===== src/rtl/nearest_plane_ray_hit_top_defines.svh =====
`ifndef NEAREST_PLANE_RAY_HIT_TOP_DEFINES_SVH
`define NEAREST_PLANE_RAY_HIT_TOP_DEFINES_SVH

// Check that cons holds in the same cycle as ante.
`define NPR_ASSERT_SAME(lbl, ante, cons, msg) \
    lbl: assert property (@(posedge i_clk) disable iff (!i_rst_n) (ante) |-> (cons)) \
        else $error(msg);

// Check that cons holds in the cycle after ante.
`define NPR_ASSERT_NEXT(lbl, ante, cons, msg) \
    lbl: assert property (@(posedge i_clk) disable iff (!i_rst_n) (ante) |=> (cons)) \
        else $error(msg);

`endif


===== src/rtl/npr_pkg.sv =====
`timescale 1ns / 1ps
`default_nettype none
package npr_pkg;

    localparam int MAX_OBJECTS_DEF = 16;
    localparam int FRAC_BITS_DEF   = 16;
    localparam int WORDS_PER_ENTRY = 14;

    localparam logic [3:0] W_TX = 4'd9;
    localparam logic [3:0] W_TY = 4'd10;
    localparam logic [3:0] W_TZ = 4'd11;
    localparam logic [3:0] W_HW = 4'd12;
    localparam logic [3:0] W_HH = 4'd13;

    localparam logic OP_LOAD = 1'b0;
    localparam logic OP_RAY  = 1'b1;

    typedef enum logic [2:0] {
        S_IDLE,
        S_FETCH,
        S_ROT,
        S_CHK,
        S_DIV,
        S_PLANE,
        S_POINT
    } t_state;

    function automatic logic [1:0] f_mod3(input logic [3:0] v);
        logic [1:0] m;
        case (v)
            4'd0, 4'd3, 4'd6: m = 2'd0;
            4'd1, 4'd4, 4'd7: m = 2'd1;
            4'd2, 4'd5, 4'd8: m = 2'd2;
            default:          m = 2'd0;
        endcase
        return m;
    endfunction

    function automatic logic [1:0] f_div3(input logic [3:0] v);
        logic [1:0] m;
        case (v)
            4'd0, 4'd1, 4'd2: m = 2'd0;
            4'd3, 4'd4, 4'd5: m = 2'd1;
            4'd6, 4'd7, 4'd8: m = 2'd2;
            default:          m = 2'd0;
        endcase
        return m;
    endfunction

    function automatic logic signed [31:0] f_sat32(input logic signed [65:0] v);
        logic signed [31:0] s;
        if (v[65:31] == {35{v[31]}}) begin
            s = v[31:0];
        end else if (v[65]) begin
            s = 32'sh80000000;
        end else begin
            s = 32'sh7fffffff;
        end
        return s;
    endfunction

endpackage
`default_nettype wire


===== src/rtl/npr_mul.sv =====
`timescale 1ns / 1ps
`default_nettype none
module npr_mul import npr_pkg::*; (
    input  wire logic               i_clk,
    input  wire logic signed [31:0] i_a,
    input  wire logic signed [31:0] i_b,
    output logic signed [63:0]      o_p
);

    always_ff @(posedge i_clk) begin
        o_p <= i_a * i_b;
    end

endmodule
`default_nettype wire


===== config.mk =====
export PLATFORM = sky130hd
export DESIGN_NAME = npr_mul
export DESIGN_NICKNAME = d
export VERILOG_FILES = /design/src/rtl/nearest_plane_ray_hit_top_defines.svh /design/src/rtl/npr_pkg.sv /design/src/rtl/npr_mul.sv
export SDC_FILE = /design/constraint.sdc
export NUM_CORES = 2
export LEC_CHECK = 0
export BUFFER_PORTS_ARGS = -buffer_cell sky130_fd_sc_hd__buf_2
export CORE_MARGIN = 3
export CORE_UTILIZATION = 72
export CTS_BUF_LIST = sky130_fd_sc_hd__clkbuf_4
export CTS_CLUSTER_DIAMETER = 30
export DETAILED_ROUTE_END_ITERATION = 10
export PLACE_DENSITY = 0.91
export SYNTH_ARGS = -nofsm -noshare
export SYNTH_HDL_FRONTEND = slang
export SYNTH_SLANG_ARGS = --single-unit

===== constraint.sdc =====
create_clock -name i_clk -period 26.2 [get_ports i_clk]
set_input_delay 7.86 -clock i_clk [delete_from_list [all_inputs] [get_ports i_clk]]
set_output_delay 7.86 -clock i_clk [all_outputs]
set_load 0.005 [all_outputs]

# == After elaboration in Yosys (flattened, before gate mapping) ==
# Cells that the tools add are included.
# op_classes
n_div,0
shifts,0
magnitude_cmp,0
eq_ne,0
reduce_logical,0
multipliers,1
muxes,0
addsub,0
n_bitwise,0
# op_table
operator,count
32-bit by 32-bit multiplier with 64-bit output,1
# totals
out_inout_bits,64
rom_bits,0
word_cells,2
latch_bits,0
ram_bits,0
register_bits,64
inputBits,65
memories,0

# == Logic depth before layout (Yosys ltp) ==
# logic_depth
depth_word,1
depth_mapped,28
ltp_nobuf,27

# == Worst setup path before layout ==
# Ideal clock, no wire load.
# synth_path
path_type,input port to flip-flop
start,input i_b[2]
end,register o_p[62]
arrival_ns,15.049
n_path_buf,1
setup_ns,0.072
required_ns,26.128
cell_stages,24
path_slack_ns,11.079
cell_sequence,clkbuf_1 -> nand2_1 -> inv_1 -> fa_1 -> fa_1 -> fa_1 -> fa_1 -> inv_1 -> fa_1 -> inv_1 -> fa_1 -> inv_1 -> fa_1 -> inv_1 -> fa_1 -> ha_1 -> and3_1 -> nand2_1 -> or3_1 -> o22a_1 -> o211ai_1 -> a31oi_1 -> o31ai_1 -> xor2_1
# synth_between
elab_chain_len,1
# synth_rtl
element,line,source
start: declaration,npr_mul.sv:6,"input wire logic signed [31:0] i_b,"
32-bit by 32-bit multiplier with 64-bit output,npr_mul.sv:11,o_p <= i_a * i_b;
end signal: assignment,npr_mul.sv:11,
end: declaration,npr_mul.sv:7,output logic signed [63:0] o_p
# No other way between the ends.

# == Worst setup path after layout ==
# layout_path
start,input i_a[31]
end,register o_p[62]
# layout_between
elab_chain_len,1
# layout_rtl
element,line,source
start: declaration,npr_mul.sv:5,"input wire logic signed [31:0] i_a,"
32-bit by 32-bit multiplier with 64-bit output,npr_mul.sv:11,
# No other way between the ends.

==> flow_metrics.py <==
metrics = {
    "synth": {
        "synth.avg_cell_area_um2": 9.59,
        "ys_seq_area_frac": 0.0344,
        "yosysTopAreaCell": "fa_1",
        "ys_ff_latch": 64,
        "syn_area_um2": 37200,
        "syn_nets": 5215,
        "synth_top_area_share": 0.582,
        "syn_inst": 3884,
        "synth-edff-count": 0,
        "ys_top_cells_by_area": "fa_1 (58%), inv_1 (9.6%), and2_1 (8.7%), ha_1 (6.2%), nand2_1 (5.2%)",
        "yosysWarnings": 0,
        "yosysMostFrequentCell": "fa_1",
        "ys.flop_type": "dfxtp_1",
        "ys_async_sr_fraction": 0,
        "yosys-top-cells-count": "fa_1 (1082), inv_1 (952), and2_1 (516), nand2_1 (511), clkbuf_1 (195)",
        "synthDistinctLibCells": 63,
    },
    "sta": {
        "hold_violations": 0,
        "rsz0062_at_grt": "false",
        "whs_ns": 7.82,
        "tightest_slew_ns": 1.07,
        "final.setup.tns_ns": 0,
        "max_freq_mhz": 62.5,
        "slew_headroom": 0.285,
        "slew_violations": 0,
        "min_period_over_period": 0.610,
        "setup_violations": 0,
        "period_needed_ns": 15.99,
        "setup_ws_ns": 10.21,
    },
    "floorplanning": {
        "initial_utilization": 0.736,
        "core_area_um2": 50600,
        "die_w_um": 233,
        "dieArea_um2": 54500,
        "die_y_um": 233,
        "io_pins": 129,
        "rows": 82,
    },
    "clock_network": {
        "cts_hold_repair.buffers": 0,
        "cts_repair_resize_count": 0,
        "numCtsBuffers": 9,
        "cts_tree": "done",
        "clk_pin_slew_ns": 0.17,
        "ctsRootBufferMaster": "clkbuf_4",
        "post_cts_buffers": 0,
        "cts_buffer_depth": 2,
        "cts_sinks": 64,
        "htree_num_levels": 3,
    },
    "drt": {
        "ant_nets": 0,
        "detail_route.vias_per_cell": 6.03,
        "vias": 27226,
        "wl_per_cell_um": 22.0,
        "drtIter0Drc": 2370,
        "dr.pass1.iters": 7,
        "drc": 0,
        "drt_wl_total_um": 99300,
    },
    "min_path": {
        "min_delay_path_depth": 2,
        "hold_path.class": "input pin to flip-flop",
    },
    "setup_path": {
        "cp-endpoint": "o_p[62]",
        "worstSetupPathType": "input pin to flip-flop",
        "path_max_fanout": 32,
        "end_kind": "flip-flop",
        "worstPathRequired_ns": 26.75,
        "startpoint": "i_a[31]",
        "critPathLaunchType": "input pin",
        "cp_data_arrival_time_ns": 16.54,
    },
    "cells_and_area": {
        "areaGrowthSynthToFinish_pct": 2.59,
        "largest_register_ffs": 64,
        "final_nets": 5166,
        "reg_top3": "o_p: 64 flops",
        "top_register": "o_p",
        "drive_above_1_share": 0.0464,
        "fill_cells": 3195,
    },
    "grt": {
        "antenna_found_initial": 9,
        "grt_max_degree": 33,
        "grt_pass1_vias": 31538,
        "grtUsageTotal": 0.397,
        "overflow": 0,
        "grt_pass1_wl_um": 164000,
    },
    "place": {
        "dp_slack_ns": 9.75,
        "gp_congestion": 1.01,
        "portBuffers": 128,
        "hpwl_um": 79800,
    },
    "run": {
        "max-cap-violations": 0,
    },
    "status": {
        "outcome": "complete, no violations",
    },
}
-- cells by family (layout without fill, tap and decap cells) --
family / count (synthesis) / after routing / share of synthesized area
AO/OA/AOI/OAI: 193 / 193 / 0.0346
XOR/XNOR: 75 / 75 / 0.0176
adder cells (fa/ha/maj): 1266 / 1266 / 0.643
buffers and inverters: 1152 / 1108 / 0.116
flip-flops: 64 / 64 / 0.0344
other: 0 / 4 / 0
AND/OR/NAND/NOR: 1134 / 1134 / 0.154
-- routing by layer --
layer / GRT usage / vias to the layer above / share of wire
met2: 0.628 / 2025 / 0.47
met1: 0.483 / 13736 / 0.33
met4: 0.209 / 10 / 0.060
li1: - / 10942 / -
met5: 0.00276 / - / 0.00073
met3: 0.142 / 513 / 0.14
-- critical path, stage by stage --
cell and delay, ns:
buf_2 0.56, nand2_1 0.23, inv_1 0.19, fa_1 0.46, fa_1 0.49, fa_1 0.75, fa_1 0.98, inv_1 0.41
fa_1 0.59, inv_1 0.06, fa_1 0.56, inv_1 0.06, fa_1 0.49, inv_1 0.06, fa_1 0.48, ha_1 0.40
and3_1 0.21, nand2_1 0.11, or3_1 0.39, o211ai_1 0.51, a31oi_1 0.22, o31ai_1 0.27, xor2_1 0.16
-- through the flow --
| step | instance area (µm²) | std cells | utilization |
|---|---|---|---|
| 6_report | 38200 | 4516 | 0.755 |
| 5_1_grt | 38200 | 4514 | 0.755 |
| 4_1_cts | 38200 | 4512 | 0.755 |
| 3_5_place_dp | 38100 | 4496 | 0.752 |
| 3_3_place_gp | 38100 | 4496 | 0.752 |
| 2_1_floorplan | 37200 | 3884 | - |
-- cell type report --
cell class / count / area [µm²] / area share
antenna: 4 / 10.0 / 0.000262
clock buffer: 9 / 67.6 / 0.00177
clock inverter: 7 / 71.3 / 0.00187
inverter: 952 / 3570 / 0.0935
multi-input combinational: 2668 / 31600 / 0.828
sequential: 64 / 1280 / 0.0335
tap: 672 / 841 / 0.0220
timing repair buffer: 140 / 731 / 0.0191
-- cell usage in the layout, fill, tap and decap left out, drive strengths merged, types with 8 or more instances in the layout --
cell	n
o21bai	15
buf	140
and3	9
xor2	22
o21ai	31
dfxtp	64
nor2	42
nand2	511
a21oi	68
and2	516
inv	953
nand2b	9
ha	184
nand3	15
a21o	25
clkbuf	9
a31oi	13
fa	1082
xnor2	53
a211oi	8
-- worst min-delay path by stage --
stage | startpoint | endpoint | slack [ns]
2_1_floorplan | i_b[0] | o_p[0] | 7.99
5_1_grt | i_a[0] | o_p[0] | 7.83
4_1_cts | i_a[0] | o_p[0] | 7.78
6_report | i_a[0] | o_p[0] | 7.82
3_3_place_gp | o_p[10] | o_p[10] | 8.24
3_5_place_dp | o_p[8] | o_p[8] | 8.24
Power is left out: the tool's default activity adds up to more than one toggle a clock period on the data nets, which glitch-free logic cannot reach.
