[src/rtl/nearest_plane_ray_hit_top_defines.svh]
`ifndef NEAREST_PLANE_RAY_HIT_TOP_DEFINES_SVH
`define NEAREST_PLANE_RAY_HIT_TOP_DEFINES_SVH

// Check that cons holds in the same cycle as ante.
`define NPR_ASSERT_SAME(lbl, ante, cons, msg) \
    lbl: assert property (@(posedge i_clk) disable iff (!i_rst_n) (ante) |-> (cons)) \
        else $error(msg);

// Check that cons holds in the cycle after ante.
`define NPR_ASSERT_NEXT(lbl, ante, cons, msg) \
    lbl: assert property (@(posedge i_clk) disable iff (!i_rst_n) (ante) |=> (cons)) \
        else $error(msg);

`endif

[src/rtl/npr_pkg.sv]
`timescale 1ns / 1ps
`default_nettype none
package npr_pkg;

    localparam int MAX_OBJECTS_DEF = 16;
    localparam int FRAC_BITS_DEF   = 16;
    localparam int WORDS_PER_ENTRY = 14;

    localparam logic [3:0] W_TX = 4'd9;
    localparam logic [3:0] W_TY = 4'd10;
    localparam logic [3:0] W_TZ = 4'd11;
    localparam logic [3:0] W_HW = 4'd12;
    localparam logic [3:0] W_HH = 4'd13;

    localparam logic OP_LOAD = 1'b0;
    localparam logic OP_RAY  = 1'b1;

    typedef enum logic [2:0] {
        S_IDLE,
        S_FETCH,
        S_ROT,
        S_CHK,
        S_DIV,
        S_PLANE,
        S_POINT
    } t_state;

    function automatic logic [1:0] f_mod3(input logic [3:0] v);
        logic [1:0] m;
        case (v)
            4'd0, 4'd3, 4'd6: m = 2'd0;
            4'd1, 4'd4, 4'd7: m = 2'd1;
            4'd2, 4'd5, 4'd8: m = 2'd2;
            default:          m = 2'd0;
        endcase
        return m;
    endfunction

    function automatic logic [1:0] f_div3(input logic [3:0] v);
        logic [1:0] m;
        case (v)
            4'd0, 4'd1, 4'd2: m = 2'd0;
            4'd3, 4'd4, 4'd5: m = 2'd1;
            4'd6, 4'd7, 4'd8: m = 2'd2;
            default:          m = 2'd0;
        endcase
        return m;
    endfunction

    function automatic logic signed [31:0] f_sat32(input logic signed [65:0] v);
        logic signed [31:0] s;
        if (v[65:31] == {35{v[31]}}) begin
            s = v[31:0];
        end else if (v[65]) begin
            s = 32'sh80000000;
        end else begin
            s = 32'sh7fffffff;
        end
        return s;
    endfunction

endpackage
`default_nettype wire

[src/rtl/npr_div.sv]
`timescale 1ns / 1ps
`default_nettype none
module npr_div import npr_pkg::*; #(
    parameter int NW = 32 + FRAC_BITS_DEF
) (
    input  wire logic          i_clk,
    input  wire logic          i_rst_n,
    input  wire logic          i_start,
    input  wire logic [NW-1:0] i_dividend,
    input  wire logic [31:0]   i_divisor,
    output logic               o_done,
    output logic [NW-1:0]      o_quotient
);

    localparam int CW = $clog2(NW + 1);

    logic          r_busy;
    logic [CW-1:0] r_cnt;
    logic [31:0]   r_rem;
    logic [31:0]   r_div;
    logic [NW-1:0] r_q;
    logic          r_done;
    logic [32:0]   rem_sh;
    logic [33:0]   diff;

    assign rem_sh = {r_rem, r_q[NW-1]};
    assign diff   = {1'b0, rem_sh} - {2'b00, r_div};

    always_ff @(posedge i_clk) begin
        if (!i_rst_n) begin
            r_busy <= 1'b0;
            r_done <= 1'b0;
            r_cnt  <= '0;
        end else begin
            r_done <= 1'b0;
            if (i_start) begin
                r_busy <= 1'b1;
                r_cnt  <= '0;
            end else if (r_busy) begin
                r_cnt <= r_cnt + 1'b1;
                if (r_cnt == CW'(NW - 1)) begin
                    r_busy <= 1'b0;
                    r_done <= 1'b1;
                end
            end
        end
    end

    always_ff @(posedge i_clk) begin
        if (i_start) begin
            r_rem <= '0;
            r_div <= i_divisor;
            r_q   <= i_dividend;
        end else if (r_busy) begin
            if (!diff[33]) begin
                r_rem <= diff[31:0];
                r_q   <= {r_q[NW-2:0], 1'b1};
            end else begin
                r_rem <= rem_sh[31:0];
                r_q   <= {r_q[NW-2:0], 1'b0};
            end
        end
    end

    assign o_done     = r_done;
    assign o_quotient = r_q;

endmodule
`default_nettype wire
[config.mk]
export PLATFORM = sky130hd
export DESIGN_NAME = npr_div
export DESIGN_NICKNAME = d
export VERILOG_FILES = /design/src/rtl/nearest_plane_ray_hit_top_defines.svh /design/src/rtl/npr_pkg.sv /design/src/rtl/npr_div.sv
export SDC_FILE = /design/constraint.sdc
export NUM_CORES = 1
export LEC_CHECK = 0
export BUFFER_PORTS_ARGS = -buffer_cell sky130_fd_sc_hd__buf_2
export CAP_MARGIN = 5
export CORE_MARGIN = 3
export CORE_UTILIZATION = 49
export CTS_CLUSTER_DIAMETER = 60
export CTS_CLUSTER_SIZE = 14
export DETAILED_ROUTE_END_ITERATION = 8
export GPL_TIMING_DRIVEN = 1
export MAX_ROUTING_LAYER = met4
export PLACE_DENSITY = 0.7
export SYNTH_ARGS = -nofsm -noshare
export SYNTH_HDL_FRONTEND = slang
export SYNTH_SLANG_ARGS = --single-unit
export TNS_END_PERCENT = 10
[constraint.sdc]
create_clock -name i_clk -period 3.75 [get_ports i_clk]
set_clock_uncertainty 0.1 [all_clocks]
set_input_delay 0.375 -clock i_clk [delete_from_list [all_inputs] [get_ports i_clk]]
set_output_delay 0.375 -clock i_clk [all_outputs]
set_load 0.05 [all_outputs]
# [Word-level counts from Yosys, hierarchy flattened]
# Index checks and enable logic that the tools add are counted.
[totals] register_bits=120 latchBits=0 ramBits=0 rom_bits=0 in_bits=83 output_inout_bits=49 word_cells=22 mem_count=0
[op_classes] addsub=2 n_mul=0 div_mod_pow=0 n_lt_le_gt_ge=0 n_eq_ne=1 shifts=0 mux=8 bitwise_logic=2 n_reduce_logical=3
[op_table] operator="two-way mux 48 bit" n=2
[op_table] operator="subtractor 33 x 32 -> 34 bit" n=1
[op_table] operator="two-way mux 32 bit" n=1
[op_table] operator="adder 6 x 1 -> 6 bit (second input constant)" n=1
[op_table] operator="== test 6 bit (second input constant)" n=1
[op_table] operator="two-way mux 1 bit" n=5
[op_table] operator="OR reduction 3 bit" n=1
[op_table] operator="NOT 1 bit" n=2
[op_table] operator="nonzero test 2 bit" n=1
[op_table] operator="OR reduction 2 bit" n=1

# [Depth between registers and ports, before layout]
[depth] ltp_word=4 depth_mapped=13 ltp_nobuf=12

# [Worst setup path after synthesis]
# Ideal clock, no wire load.
[synth_timing] path_type="register -> register" startpoint="reg r_q[47] (netlist: o_quotient[47])" endpoint="reg r_rem[30]" setup_ns=0.092 arrival_ns=3.162 required_time_ns=3.558 setup_slack_ns=0.396 path_stages_with_launch=13 path_buffers=0 synth_period_minus_slack_ns=3.354 path_cell_list="edfxtp_1 > inv_1 > ha_1 > inv_1 > fa_1 > a21o_1 > a311oi_1 > o31ai_2 > a221oi_2 > o21ai_0 > a41oi_1 > mux2_2 > nor4_1"
[synth_between] elab_chain_len=2
[synth_lines] element="from (decl)" line="npr_div.sv:21" source="logic [NW-1:0] r_q;"
[synth_lines] element="from (signal assigned)" line="npr_div.sv:53" source="r_q <= i_dividend;"
[synth_lines] element="from (signal assigned)" line="npr_div.sv:57" source="r_q <= {r_q[NW-2:0], 1'b1};"
[synth_lines] element="from (signal assigned)" line="npr_div.sv:60" source="r_q <= {r_q[NW-2:0], 1'b0};"
[synth_lines] element="subtractor 33 x 32 -> 34 bit" line="npr_div.sv:27" source="assign diff = {1'b0, rem_sh} - {2'b00, r_div};"
[synth_lines] element="two-way mux 32 bit" line="npr_div.sv:55" source="if (!diff[33]) begin"
[synth_lines] element="to (signal assigned)" line="npr_div.sv:56" source="r_rem <= diff[31:0];"
[synth_lines] element="to (signal assigned)" line="npr_div.sv:59" source="r_rem <= rem_sh[31:0];"
[synth_lines] element="to (decl)" line="npr_div.sv:19" source="logic [31:0] r_rem;"
# Every way passes these cells.
# A chain may end at the register's enable or synchronous reset.

# [Worst setup path after layout]
# Same ends and word-level chain as after synthesis.

==> impl_metrics.json <==
{
  "slowest_stage": "edfxtp_1",
  "drive_gt1_share_pct": 29.6,
  "max-slew-margin-rel_pct": 30.9,
  "worstSetupPathType": "reg -> reg",
  "grt_pass1_vias": 5413,
  "numClockSinks": 120,
  "ys_seq_area_share_pct": 48.2,
  "pre_cts_ws_ns": 0.290,
  "syn-num-nets": 750,
  "nets": 875,
  "drt-total-wl_um": 15600,
  "cp_data_arrival_time_ns": 3.73,
  "synth.avg_cell_area_um2": 10.5,
  "cts_buffers": 17,
  "row_count": 41,
  "drt_iter0_drc": 402,
  "num_io_pins": 132,
  "worst_pin_slew_ns": 1.04,
  "slowest_delay_ns": 0.41,
  "die-height_um": 122,
  "drt-pass1-iter-count": 5,
  "async_flop_share_pct": 0,
  "antenna_found_initial": 0,
  "cts_buffer_depth": 2,
  "crit_chain": "inv_1 > ha_1 > inv_1 > fa_1 > a21o_1 > a311oi_1 > o31ai_2 > a221oi_2 > o21ai_0 > a41oi_1 > mux2_2 > nor4_1",
  "grt_pass1_wl_um": 25600,
  "hold_class": "in -> reg",
  "avgViaCountPerCell": 5.60,
  "tns_ns": 0,
  "post_synth_num_cell_types": 60,
  "overflow": 0,
  "clkSlewWorstSetupHoldPaths_ns": 0.06,
  "start_util_pct": 51.4,
  "dr_total_vias": 5278,
  "placed_area_um2": 7420,
  "irDropWorstVdd_mv": 0.355,
  "cts_tree": "done",
  "synth_edf_count": 80,
  "path_common_cell": "inv_1",
  "n_antenna_cell": 0,
  "rsz0062_at_grt": "no",
  "fmax_mhz": 286,
  "hold_violations": 0,
  "ys.flop_type": "edfxtp_1",
  "cap_violations": 0,
  "ys_seq_elements": 120,
  "die_w_um": 122,
  "p_leak_nw": 3.45,
  "antenna_left": 0,
  "final_cell_area_um2": 8050,
  "final.period_utilization_pct": 93.1,
  "crit_required_ns": 3.99,
  "cts-root-buf": "clkbuf_16",
  "setup.worst_path.end_class": "flip-flop",
  "drv_slew": 0,
  "post_cts_buffers": 0,
  "p_total_w": 0.00438,
  "area_growth_pct": 21.1,
  "stdcell_count": 943,
  "dp.final_hpwl_um": 10600,
  "status": "completed",
  "synth_area_leaders": "edfxtp_1, dfxtp_1, mux2_2",
  "fin_crit_ns": 3.49,
  "die-area_um2": 15000,
  "crit_fanout": 4,
  "worstSkewPairLatency_ns": 0.43,
  "io_buffers": 131,
  "wl_per_cell_um": 16.5,
  "setup_ws_ns": 0.259,
  "grt_start_max_net_pins": 116,
  "dp_cells": 911,
  "place_congestion": 0.930,
  "synth_area_um2": 6650,
  "cellPowerDensity_nw_per_um2": 544,
  "synth_area_leader_cell": "edfxtp_1",
  "synth.top_cell.area_share_pct": 36.1,
  "cts_resized": 0,
  "grt_usage_pct": 22.4,
  "syn_inst": 633,
  "setup_viol": 0,
  "yosys_warnings": 0,
  "htreeDepth": 4,
  "startpoint_type": "flip-flop",
  "drc": 0,
  "design.core.area_um2": 12900,
  "postCtsHoldBufs": 0
}
[final cells by class]
cell class | count | area, um2
clock inverter | 11 | 171
clock buffer | 21 | 460
multi-input combinational | 439 | 3120
sequential | 120 | 3200
timing repair buffer | 137 | 716
fill | 1095 | 4870
inverter | 43 | 161
tap | 172 | 215
[kinds of logic after synthesis]
family,Yosys count,share of synthesized area [%]
AO/OA/AOI/OAI,149,16.0
XOR/XNOR,27,3.56
AND/OR/NAND/NOR,177,12.2
flip-flops,120,48.2
buffers and inverters,74,4.82
multiplexers,52,8.75
adder cells (fa/ha/maj),34,6.51
[worst max-delay path, delay by kind of cell (launching register included)]
kind	cells	cell delay, ns
AO/OA/AOI/OAI	6	1.63
adder cells (fa/ha/maj)	2	0.56
flip-flops	1	0.41
multiplexers	1	0.35
AND/OR/NAND/NOR	1	0.24
buffers and inverters	2	0.13
[synth_stat cells, types with 7 or more instances]
| master | count |
|---|---|
| edfxtp_1 | 80 |
| nand2_1 | 69 |
| nor2_1 | 50 |
| mux2_2 | 49 |
| inv_1 | 43 |
| a21oi_1 | 40 |
| dfxtp_1 | 40 |
| ha_1 | 33 |
| a311oi_1 | 27 |
| clkbuf_1 | 22 |
| a21o_1 | 17 |
| o21ai_0 | 15 |
| xnor2_1 | 14 |
| xor2_1 | 13 |
| nand4_1 | 10 |
| nand3_1 | 9 |
| o211ai_1 | 7 |
[state kept, by name, summed over array words and instances, names as in the netlist]
name        cells
r_rem          32
r_cnt           6
o_done          1
o_quotient     48
r_busy          1
r_div          32
[power breakdown]
part	switching (W)	leakage [nW]	total (W)	internal [W]
registers	0.0000685	1.12	0.00162	0.00155
logic	0.000661	2.02	0.00102	0.000360
clock network	0.000596	0.303	0.00174	0.00115
[cells in the final DEF, fill, tap and decap left out, drive strengths merged, types with 5 or more instances in the layout]
cell type	count
buf	137
edfxtp	80
nand2	69
nor2	51
mux2	49
inv	43
a21oi	40
dfxtp	40
ha	33
a311oi	27
clkbuf	21
a21o	18
o21ai	16
xnor2	14
xor2	13
nand4	10
nand3	9
o211ai	7
nor3b	7
o21a	5
nor3	5
a211oi	5
a31oi	5
clkinv	5
[stage by stage]
stage | utilization (%) | hold slack [ns]
after floorplan | - | 0.358
after global placement | 57.4 | 0.369
after detailed placement | 57.4 | 0.392
after CTS | 62.3 | 0.00202
after global routing | 62.3 | 0.00676
final | 62.3 | 0.0200
[per-layer routing]
metal / vias up / part of all wire (%) / GRT usage [%]
met2: 194 / 46 / 33.9
li1: 2584 / - / -
met4: 0 / 1.8 / 8.96
met1: 2477 / 45 / 28.6
met3: 23 / 7.0 / 6.13
met5: - / 0 / -
[path summary, 6_finish.rpt]
kind / slack (ns) / from / endpoint / cells after the start
max: 0.26 / o_quotient[47] / r_rem[30] / 12
min: 0.02 / i_divisor[27] / r_div[27] / 1
max reg2reg: 0.26 / o_quotient[47] / r_rem[30] / 12
min reg2reg: 0.39 / r_rem[5] / r_rem[6] / 2
(Power assumes the default switching activity.)
